`src/rtl/core/atpam_pkg.sv`:
```
// Package with the shared widths, codes and constants of the anti-tip PID arcade mixer.
package atpam_pkg;

	localparam int unsigned JOY_W   = 8;
	localparam int unsigned PITCH_W = 17;
	localparam int unsigned ILIM_W  = 23;
	localparam int unsigned GAIN_W  = 16;
	localparam int unsigned MAXC_W  = 8;
	localparam int unsigned CORR_W  = 17;
	localparam int unsigned ERR_W   = 18;
	localparam int unsigned SUM_W   = 24;
	localparam int unsigned DIFF_W  = 19;
	localparam int unsigned CFG_IDX_W  = 3;
	localparam int unsigned CFG_DATA_W = 23;
	localparam int unsigned DEPTH      = 5;

	localparam logic [MAXC_W-1:0] MAXC_RESET = 8'd127;
	localparam logic signed [10:0] SPEED_POS = 11'sd127;
	localparam logic signed [10:0] SPEED_NEG = -11'sd127;

	typedef enum logic [CFG_IDX_W-1:0] {
		REG_TARGET_PITCH   = 3'd0,
		REG_INTEGRAL_LIMIT = 3'd1,
		REG_GAIN_P         = 3'd2,
		REG_GAIN_I         = 3'd3,
		REG_GAIN_D         = 3'd4,
		REG_MAX_CORRECTION = 3'd5
	} cfg_reg_t;

endpackage

```
`src/rtl/core/anti_tip_pid_arcade_mixer.sv`:
```
// Anti-tip PID controller with a clamped integral, feeding an arcade drive mixer.
//
// Each beat on the input channel carries one control tick and produces exactly one beat
// on the output channel after it has passed every stage. One tick is accepted every cycle
// while the output is not stalled: the clamped error sum and the previous error are
// updated in the second stage for each tick, the three gain products are formed in
// parallel in the third, their sum is clamped in the fourth, and the correction and
// mixed speeds are registered in the fifth. A stall at the output holds every full stage
// behind it while empty stages still fill, so up to five beats wait inside before the
// input stalls. Configuration writes are taken in the cycle they are offered and must
// only be made while the block is empty.
module anti_tip_pid_arcade_mixer (
	input  logic                                         clk,
	input  logic                                         arst_n,
	input  logic                                         cfg_valid,
	output logic                                         cfg_ready,
	input  logic [atpam_pkg::CFG_IDX_W-1:0]              cfg_index,
	input  logic [atpam_pkg::CFG_DATA_W-1:0]             cfg_data,
	input  logic                                         in_valid,
	output logic                                         in_ready,
	input  logic signed [atpam_pkg::JOY_W-1:0]           drive_forward,
	input  logic signed [atpam_pkg::JOY_W-1:0]           drive_turn,
	input  logic signed [atpam_pkg::PITCH_W-1:0]         pitch_meas,
	output logic                                         out_valid,
	input  logic                                         out_ready,
	output logic signed [atpam_pkg::JOY_W-1:0]           left_speed,
	output logic signed [atpam_pkg::JOY_W-1:0]           right_speed,
	output logic signed [atpam_pkg::CORR_W-1:0]          correction
);

	logic signed [atpam_pkg::PITCH_W-1:0] target_pitch_q;
	logic        [atpam_pkg::ILIM_W-1:0]  integral_limit_q;
	logic signed [atpam_pkg::GAIN_W-1:0]  gain_p_q;
	logic signed [atpam_pkg::GAIN_W-1:0]  gain_i_q;
	logic signed [atpam_pkg::GAIN_W-1:0]  gain_d_q;
	logic        [atpam_pkg::MAXC_W-1:0]  max_correction_q;

	logic signed [atpam_pkg::SUM_W-1:0]   error_sum_q;
	logic signed [atpam_pkg::ERR_W-1:0]   prev_error_q;

	logic v_s1, v_s2, v_s3, v_s4, v_s5;
	logic rdy_s1, rdy_s2, rdy_s3, rdy_s4, rdy_s5;

	logic signed [atpam_pkg::JOY_W-1:0]   fwd_s1, turn_s1, fwd_s2, turn_s2;
	logic signed [atpam_pkg::JOY_W-1:0]   fwd_s3, turn_s3, fwd_s4, turn_s4;
	logic signed [atpam_pkg::PITCH_W-1:0] pitch_s1;
	logic signed [atpam_pkg::ERR_W-1:0]   err_s2;
	logic signed [atpam_pkg::SUM_W-1:0]   sum_s2;
	logic signed [atpam_pkg::DIFF_W-1:0]  diff_s2;
	logic signed [33:0]                   prod_p_s3;
	logic signed [39:0]                   prod_i_s3;
	logic signed [34:0]                   prod_d_s3;
	logic signed [24:0]                   s_s4;
	logic signed [atpam_pkg::JOY_W-1:0]   left_s5, right_s5;
	logic signed [atpam_pkg::CORR_W-1:0]  corr_s5;

	logic signed [atpam_pkg::ERR_W-1:0]   err;
	logic signed [24:0]                   sum_raw;
	logic signed [24:0]                   ilim;
	logic signed [atpam_pkg::SUM_W-1:0]   sum_new;
	logic signed [atpam_pkg::DIFF_W-1:0]  diff;
	logic signed [33:0]                   prod_p;
	logic signed [39:0]                   prod_i;
	logic signed [34:0]                   prod_d;
	logic signed [41:0]                   s_total;
	logic signed [41:0]                   clim;
	logic signed [24:0]                   s_clamped;
	logic signed [24:0]                   corr_full;
	logic signed [25:0]                   fwd_diff;
	logic signed [25:0]                   fwd_round;
	logic signed [9:0]                    f_val;
	logic signed [10:0]                   left_raw, right_raw;
	logic signed [atpam_pkg::JOY_W-1:0]   left_sat, right_sat;

	// Ready travels back through the stages so that a new beat enters whenever space frees up.
	assign rdy_s5 = !v_s5 || out_ready;
	assign rdy_s4 = !v_s4 || rdy_s5;
	assign rdy_s3 = !v_s3 || rdy_s4;
	assign rdy_s2 = !v_s2 || rdy_s3;
	assign rdy_s1 = !v_s1 || rdy_s2;

	assign in_ready  = rdy_s1;
	assign cfg_ready = 1'b1;
	assign out_valid = v_s5;
	assign left_speed  = left_s5;
	assign right_speed = right_s5;
	assign correction  = corr_s5;

	always_ff @(posedge clk or negedge arst_n) begin
		if (!arst_n) begin
			target_pitch_q   <= '0;
			integral_limit_q <= '0;
			gain_p_q         <= '0;
			gain_i_q         <= '0;
			gain_d_q         <= '0;
			max_correction_q <= atpam_pkg::MAXC_RESET;
		end else if (cfg_valid) begin
			case (cfg_index)
				atpam_pkg::REG_TARGET_PITCH: begin
					target_pitch_q <= signed'(cfg_data[atpam_pkg::PITCH_W-1:0]);
				end
				atpam_pkg::REG_INTEGRAL_LIMIT: begin
					integral_limit_q <= cfg_data[atpam_pkg::ILIM_W-1:0];
				end
				atpam_pkg::REG_GAIN_P: begin
					gain_p_q <= signed'(cfg_data[atpam_pkg::GAIN_W-1:0]);
				end
				atpam_pkg::REG_GAIN_I: begin
					gain_i_q <= signed'(cfg_data[atpam_pkg::GAIN_W-1:0]);
				end
				atpam_pkg::REG_GAIN_D: begin
					gain_d_q <= signed'(cfg_data[atpam_pkg::GAIN_W-1:0]);
				end
				atpam_pkg::REG_MAX_CORRECTION: begin
					max_correction_q <= cfg_data[atpam_pkg::MAXC_W-1:0];
				end
				default: begin
				end
			endcase
		end
	end

	// Error, clamped running sum and first difference.
	always_comb begin
		err     = atpam_pkg::ERR_W'(target_pitch_q) - atpam_pkg::ERR_W'(pitch_s1);
		sum_raw = 25'(error_sum_q) + 25'(err);
		ilim    = signed'({2'b00, integral_limit_q});
		if (sum_raw > ilim) begin
			sum_new = atpam_pkg::SUM_W'(ilim);
		end else if (sum_raw < -ilim) begin
			sum_new = atpam_pkg::SUM_W'(-ilim);
		end else begin
			sum_new = atpam_pkg::SUM_W'(sum_raw);
		end
		diff = atpam_pkg::DIFF_W'(err) - atpam_pkg::DIFF_W'(prev_error_q);
	end

	always_comb begin
		prod_p = 34'(gain_p_q) * 34'(err_s2);
		prod_i = 40'(gain_i_q) * 40'(sum_s2);
		prod_d = 35'(gain_d_q) * 35'(diff_s2);
	end

	always_comb begin
		s_total = 42'(prod_p_s3) + 42'(prod_i_s3) + 42'(prod_d_s3);
		clim    = signed'({18'd0, max_correction_q, 16'd0});
		if (s_total > clim) begin
			s_clamped = 25'(clim);
		end else if (s_total < -clim) begin
			s_clamped = 25'(-clim);
		end else begin
			s_clamped = 25'(s_total);
		end
	end

	// Divisions truncate toward zero, so negative values are biased before the shift.
	always_comb begin
		corr_full = s_s4 + (s_s4[24] ? 25'sd255 : 25'sd0);
		fwd_diff  = signed'({{2{fwd_s4[7]}}, fwd_s4, 16'd0}) - 26'(s_s4);
		fwd_round = fwd_diff + (fwd_diff[25] ? 26'sd65535 : 26'sd0);
		f_val     = 10'(fwd_round >>> 16);
		left_raw  = 11'(f_val) - 11'(turn_s4);
		right_raw = 11'(f_val) + 11'(turn_s4);
		if (left_raw > atpam_pkg::SPEED_POS) begin
			left_sat = atpam_pkg::JOY_W'(atpam_pkg::SPEED_POS);
		end else if (left_raw < atpam_pkg::SPEED_NEG) begin
			left_sat = atpam_pkg::JOY_W'(atpam_pkg::SPEED_NEG);
		end else begin
			left_sat = atpam_pkg::JOY_W'(left_raw);
		end
		if (right_raw > atpam_pkg::SPEED_POS) begin
			right_sat = atpam_pkg::JOY_W'(atpam_pkg::SPEED_POS);
		end else if (right_raw < atpam_pkg::SPEED_NEG) begin
			right_sat = atpam_pkg::JOY_W'(atpam_pkg::SPEED_NEG);
		end else begin
			right_sat = atpam_pkg::JOY_W'(right_raw);
		end
	end

	always_ff @(posedge clk or negedge arst_n) begin
		if (!arst_n) begin
			v_s1         <= 1'b0;
			v_s2         <= 1'b0;
			v_s3         <= 1'b0;
			v_s4         <= 1'b0;
			v_s5         <= 1'b0;
			error_sum_q  <= '0;
			prev_error_q <= '0;
		end else begin
			if (rdy_s1) begin
				v_s1 <= in_valid;
			end
			if (rdy_s2) begin
				v_s2 <= v_s1;
			end
			if (rdy_s3) begin
				v_s3 <= v_s2;
			end
			if (rdy_s4) begin
				v_s4 <= v_s3;
			end
			if (rdy_s5) begin
				v_s5 <= v_s4;
			end
			if (v_s1 && rdy_s2) begin
				error_sum_q  <= sum_new;
				prev_error_q <= err;
			end
		end
	end

	always_ff @(posedge clk) begin
		if (rdy_s1 && in_valid) begin
			fwd_s1   <= drive_forward;
			turn_s1  <= drive_turn;
			pitch_s1 <= pitch_meas;
		end
		if (rdy_s2 && v_s1) begin
			fwd_s2  <= fwd_s1;
			turn_s2 <= turn_s1;
			err_s2  <= err;
			sum_s2  <= sum_new;
			diff_s2 <= diff;
		end
		if (rdy_s3 && v_s2) begin
			fwd_s3    <= fwd_s2;
			turn_s3   <= turn_s2;
			prod_p_s3 <= prod_p;
			prod_i_s3 <= prod_i;
			prod_d_s3 <= prod_d;
		end
		if (rdy_s4 && v_s3) begin
			fwd_s4  <= fwd_s3;
			turn_s4 <= turn_s3;
			s_s4    <= s_clamped;
		end
		if (rdy_s5 && v_s4) begin
			left_s5  <= left_sat;
			right_s5 <= right_sat;
			corr_s5  <= atpam_pkg::CORR_W'(corr_full >>> 8);
		end
	end

endmodule

```
`config.mk`:
```
export PLATFORM = sky130hd
export DESIGN_NAME = anti_tip_pid_arcade_mixer
export DESIGN_NICKNAME = d
export VERILOG_FILES = /design/src/rtl/core/atpam_pkg.sv /design/src/rtl/core/anti_tip_pid_arcade_mixer.sv
export SDC_FILE = /design/constraint.sdc
export NUM_CORES = 2
export LEC_CHECK = 0
export BUFFER_PORTS_ARGS = -buffer_cell sky130_fd_sc_hd__buf_2
export CORE_ASPECT_RATIO = 1.75
export CORE_MARGIN = 1
export CORE_UTILIZATION = 60
export CTS_BUF_LIST = sky130_fd_sc_hd__clkbuf_8
export CTS_CLUSTER_DIAMETER = 150
export DETAILED_ROUTE_END_ITERATION = 10
export HOLD_SLACK_MARGIN = 0.1
export PLACE_DENSITY = 0.77
export SYNTH_ARGS = -nofsm -noshare
export SYNTH_HDL_FRONTEND = slang
export SYNTH_SLANG_ARGS = --single-unit
```
`constraint.sdc`:
```
create_clock -name clk -period 8.68 [get_ports clk]
set_input_delay 2.604 -clock clk [delete_from_list [all_inputs] [get_ports clk]]
set_output_delay 2.604 -clock clk [all_outputs]
set_load 0.03 [all_outputs]
```
# Word level (Yosys, flattened, before mapping)
# Index checks and enable logic that the tools add are counted.
word_totals:
  register_bits: 452
  out_inout_bits: 36
  wordCells: 95
classes:
  addsub: 12
  multipliers: 3
  magnitude_cmp: 8
  n_eq_ne: 5
  n_mux: 8
  reduce_logical: 24
ops:
  columns: ["cell", "count"]
  rows:
  - ["24-bit 2-to-1 mux", 3]
  - ["41-bit by 35-bit adder with 42-bit output", 1]
  - ["42-bit by 25-bit greater-than comparator with 1-bit output", 1]
  - ["42-bit less-than comparator", 1]
  - ["24-bit negation with 42-bit output", 1]
  - ["34-bit by 40-bit adder with 41-bit output", 1]
  - ["16-bit by 24-bit multiplier with 40-bit output", 1]
  - ["16-bit by 19-bit multiplier with 35-bit output", 1]
  - ["16-bit by 18-bit multiplier with 34-bit output", 1]
  - ["26-bit by 17-bit adder with 26-bit output", 1]
  - ["24-bit by 25-bit subtractor with 26-bit output", 1]
  - ["24-bit by 18-bit adder with 25-bit output", 1]
  - ["25-bit by 9-bit adder with 25-bit output", 1]
  - ["25-bit by 24-bit greater-than comparator with 1-bit output", 1]
  - ["25-bit less-than comparator", 1]
  - ["25-bit 2-to-1 mux", 1]
  - ["23-bit negation with 25-bit output", 1]
  - ["8-bit 2-to-1 mux", 3]
  - ["11-bit by 8-bit greater-than comparator with 1-bit output (second input constant)", 2]
  - ["11-bit by 8-bit less-than comparator with 1-bit output (second input constant)", 2]
  - ["18-bit by 18-bit subtractor with 19-bit output", 1]
  - ["17-bit by 17-bit subtractor with 18-bit output", 1]
  - ["16-bit 2-to-1 mux", 1]
  - ["2-bit AND reduction", 6]
  - ["10 further kinds", 25]

# Longest topological paths before layout
depth:
  word_depth: 7
  mapped_depth: 35

# Least setup slack after synthesis
# No wires, ideal clock.
synth_path:
  path_type: "register to register"
  start: "reg sum_s2[10] (netlist bit)"
  end: "reg prod_i_s3[38] (data pin)"
  setup_time_ns: 0.258
  arrival_time_ns: 6.634
  slack_ns: 1.789
  path_stages_with_launch: 26
  path_buffers: 1
  period_less_slack_ns: 6.891
  path_cell_list: "edfxtp_1 > clkbuf_1 > nand2_1 > fa_1 > inv_1 > fa_1 > inv_1 > fa_1 > fa_1 > inv_1 > fa_1 > inv_1 > fa_1 > inv_1 > ha_1 > a21o_1 > a21o_1 > a21o_1 > a311oi_1 > o31ai_1 > a31oi_1 > o21ai_0 > a2111oi_0 > o21bai_1 > a21oi_1 > xnor2_1"
synth_between:
  elab_chain_len: 1
synth_rtl:
  columns: ["item", "line_no", "text"]
  rows:
  - ["from (decl)", "anti_tip_pid_arcade_mixer.sv:48", "logic signed [atpam_pkg::SUM_W-1:0] sum_s2;"]
  - ["from (signal assigned)", "anti_tip_pid_arcade_mixer.sv:222", "sum_s2 <= sum_new;"]
  - ["16-bit by 24-bit multiplier with 40-bit output", "anti_tip_pid_arcade_mixer.sv:140", "prod_i = 40'(gain_i_q) * 40'(sum_s2);"]
  - ["net prod_i[38]", "anti_tip_pid_arcade_mixer.sv:63", "logic signed [39:0] prod_i;"]
  - ["to (signal assigned)", "anti_tip_pid_arcade_mixer.sv:229", "prod_i_s3 <= prod_i;"]
  - ["to (decl)", "anti_tip_pid_arcade_mixer.sv:51", "logic signed [39:0] prod_i_s3;"]
# The timed path passes the listed nets, and every way through them passes these cells.
# A chain may end at the register's enable or synchronous reset.

# Final worst setup path
layout_path:
  start: "reg target_pitch_q[0] (netlist bit)"
  end: "reg sum_s2[7] (netlist bit) (data pin)"
layout_between:
  elab_chain_len: 5
  word_cells_on_any_way: 6
  cone_classes: "add/sub: 2; order compare: 2; mux: 2"
layout_rtl:
  columns: ["item", "line_no", "text"]
  rows:
  - ["from (decl)", "anti_tip_pid_arcade_mixer.sv:31", "logic signed [atpam_pkg::PITCH_W-1:0] target_pitch_q;"]
  - ["from (signal assigned)", "anti_tip_pid_arcade_mixer.sv:100", "target_pitch_q <= signed'(cfg_data[atpam_pkg::PITCH_W-1:0]);"]
  - ["17-bit by 17-bit subtractor with 18-bit output *", "anti_tip_pid_arcade_mixer.sv:125", "err = atpam_pkg::ERR_W'(target_pitch_q) - atpam_pkg::ERR_W'(pitch_s1);"]
  - ["net err, one bit", "anti_tip_pid_arcade_mixer.sv:57", "logic signed [atpam_pkg::ERR_W-1:0] err;"]
  - ["24-bit by 18-bit adder with 25-bit output *", "anti_tip_pid_arcade_mixer.sv:126", "sum_raw = 25'(error_sum_q) + 25'(err);"]
  - ["25-bit less-than comparator", "anti_tip_pid_arcade_mixer.sv:130", "end else if (sum_raw < -ilim) begin"]
  - ["24-bit 2-to-1 mux", "anti_tip_pid_arcade_mixer.sv:130", null]
  - ["24-bit 2-to-1 mux *", "anti_tip_pid_arcade_mixer.sv:128", "if (sum_raw > ilim) begin"]
  - ["net sum_new, one bit", "anti_tip_pid_arcade_mixer.sv:60", "logic signed [atpam_pkg::SUM_W-1:0] sum_new;"]
# The timed path passes the listed nets; every way through them passes the cells marked *.

==> impl_metrics.csv <==
group,metric,value,unit
placement,gp_congestion,0.9503,
cts,postCtsSetupBuffers,0,
synth,syn_inst,6285,
cts,clk-insertion-delay-late,0.79,ns
floorplan,row_count,155,
run_status,status,"completed",
cts,ctsHtreeMaxLevel,3,
timing,rsz0062_at_grt,"no",
timing,fmax,127.5,MHz
cts,cts_resized,0,
routing,num_vias,45350,
grt,overflow,0,
worst_setup_path,critPathMaxFanout,12,
synth,yosysSeqAreaShare,20.80,%
routing,wl_per_cell,21.87,um
synth,synth_fp_nets,7860,
routing,drc,0,
cts,cts_made_buffers,78,
synth,synth-seq-cells,452,
worst_setup_path,critPathKind,"register to register",
synth,synth_area_per_cell,9.841,um^2
grt,grtUsageTotal,33.55,%
routing,first_pass_iters,6,
timing,hold_viol,0,
worst_setup_path,worst-endpoint-arrival,8.41,ns
grt,grt_start_max_net_pins,81,
worst_setup_path,worst_path_max_delay_cell,"o221ai_2",
synth,yosys_warnings,0,
routing,drtIter0Drc,2792,
timing,min_period,7.844,ns
finish,final_cell_mix,"inv_1 (1,184), fa_1 (1,014), nand2_1 (790)",
worst_setup_path,critPathCaptureType,"register",
grt,grt_pass1_wl,263600,um
timing,slew_headroom,25.71,%
timing,fin_skew,0.07975,ns
worst_setup_path,cpPeakStageDelay,0.81,ns
floorplan,core_area,102000,um^2
min_path,holdCritPathClass,"register to register",
synth,netlist_area,61850,um^2
synth,synth_flop_cell,"edfxtp_1",
timing,setup_viol,0,
cts,clockBufferDepth,3,
floorplan,die-area,104400,um^2
routing,via_per_inst,5.891,
cts,cts_root_buffer,"clkbuf_8",
synth,synth-edff-count,309,
synth,synth_cell_types,91,
synth,ys_async_sr_fraction,31.64,%
grt,grt_pass1_vias,49320,
floorplan,start_util,60.63,%
timing,tightest_slew,1.114,ns
cts,path_clk_slew,0.08,ns
grt,antenna_found_initial,5,
worst_setup_path,worstPathRequired,9.24,ns
cts,cts_tree,"built",
timing,drv_slew,0,
timing,tns,0,ns
finish,nNetsFinal,7871,
placement,port_buffers,98,
run,cap_violations,0,
finish,mostFrequentLayoutCell,"inv_1",
cts,cts.sinks,452,
floorplan,die_width,244.7,um
worst_setup_path,worstSetupStartpointType,"register",
finish,area_growth,5.667,%
timing,hold_ws,0.3918,ns
routing,finalWirelength,168400,um
timing,period_share,90.37,%
min_path,min_path_cells,0,
finish,drive_above_1_share,6.666,%
worst_setup_path,reg2regPathDepth,33,
cts,cts_hold_buffers,0,
placement,hpwlAfterDp,135200,um
worst_setup_path,path_common_cell,"a21oi_1",
floorplan,dieHeight,426.7,um
floorplan,num_io_pins,100,
routing,ant_nets,0,
-- worst paths after layout --
kind                                          startpoint                     endpoint  slack (ns)
setup / recovery           target_pitch_q[0]$_DFFE_PN0P_          sum_s2[7]$_DFFE_PP_        0.84
min in group asynchronous                         arst_n  error_sum_q[23]$_DFFE_PN0P_        1.92
hold reg to reg                     turn_s3[1]$_DFFE_PP_         turn_s4[1]$_DFFE_PP_        0.39
max in group asynchronous                         arst_n      gain_d_q[3]$_DFFE_PN0P_        5.10
hold / removal                      turn_s3[1]$_DFFE_PP_         turn_s4[1]$_DFFE_PP_        0.39
setup reg to reg           target_pitch_q[0]$_DFFE_PN0P_          sum_s2[7]$_DFFE_PP_        0.84
-- stage by stage --
stage | area, um^2 | util, % | std cells | setup slack (ns)
finish | 65350 | 64.06 | 7699 | 0.8357
CTS | 65340 | 64.05 | 7695 | 0.9339
floorplan | 61850 | - | 6285 | 1.789
global placement | 63660 | 62.40 | 7550 | 1.048
detailed placement | 63660 | 62.40 | 7550 | 0.9662
global route | 65350 | 64.06 | 7696 | 0.2087
-- registers in the layout, summed over array words and instances (netlist names), 16 cells and up --
name,cells
sum_s2,24
prev_error_q,18
gain_p_q,16
prod_d_s3,35
integral_limit_q,23
target_pitch_q,17
prod_i_s3,40
prod_p_s3,34
s_s4,25
gain_i_q,16
pitch_s1,17
diff_s2,19
error_sum_q,24
gain_d_q,16
err_s2,18
correction,17
-- synth_stat cells, types with 10 or more instances --
library cell  instances  area [um^2]
inv_1              1167         4380
fa_1               1014        20300
nand2_1             791         2969
ha_1                497         6218
and2_1              360         2252
edfxtp_1            309         9279
xnor2_1             221         1936
a21oi_1             218         1091
clkbuf_1            206        773.2
nor2_1              199        747.0
o21ai_0             172        860.8
dfrtp_1             136         3403
nand2b_1             94        588.1
mux2_2               88        991.0
a21o_1               85        638.1
nor3_1               64        320.3
nand3_1              62        310.3
o21a_1               50        375.4
xor2_1               47        411.6
o21bai_1             40        300.3
nor2b_1              35        219.0
o31ai_1              32        240.2
and3_1               29        181.4
nand4_1              26        162.7
a211oi_1             23        172.7
nor4_1               22        137.6
or3_1                22        137.6
or2_2                19        118.9
a31oi_1              15        93.84
o211ai_1             14        105.1
a31o_2               13        113.9
a211o_1              12        105.1
mux2i_1              12        120.1
and4_1               10        87.58
buf_1                10        37.54
o2111ai_1            10        87.58
-- per-layer routing --
layer | global-route usage [%] | wire [um]
met3 | 4.223 | 8984
met4 | 30.42 | 17850
met5 | 0 | 14
met1 | 33.92 | 54400
met2 | 60.00 | 87120
-- kinds of logic (layout without fill, tap and decap cells) --
group / count (synthesis) / count (layout) / synth area share, %
AND/OR/NAND/NOR: 1783 / 1783 / 14.03
buffers and inverters: 1387 / 1463 / 8.448
multiplexers: 101 / 101 / 1.821
other: 1 / 5 / 0.006063
AO/OA/AOI/OAI: 782 / 782 / 8.222
XOR/XNOR: 268 / 268 / 3.795
flip-flops: 452 / 452 / 20.80
adder cells (fa/ha/maj): 1511 / 1511 / 42.88
-- cell type report --
cell class / instances / area, um^2
Fill cell: 8295 / 36660
Inverter: 1168 / 4387
Multi-Input combinational cell: 4446 / 43830
Tap cell: 1334 / 1669
Antenna cell: 4 / 10.01
Sequential cell: 452 / 12870
Timing Repair Buffer: 150 / 899.6
Clock inverter: 61 / 530.5
Clock buffer: 84 / 1156
-- worst max-delay path: cells and delay by family, from the launching register on --
kind                       cells  cell delay (ns)
adders and majority gates      4             1.28
and+or+nand+nor                5             0.70
buffers and inverters          3             0.43
DFF                            1             0.36
xor gates and xnor gates       2             0.64
AOI/OAI and AO/OA             19             4.23
Power is left out: the tool's default activity adds up to more than one toggle a clock period on the data nets, which glitch-free logic cannot reach.
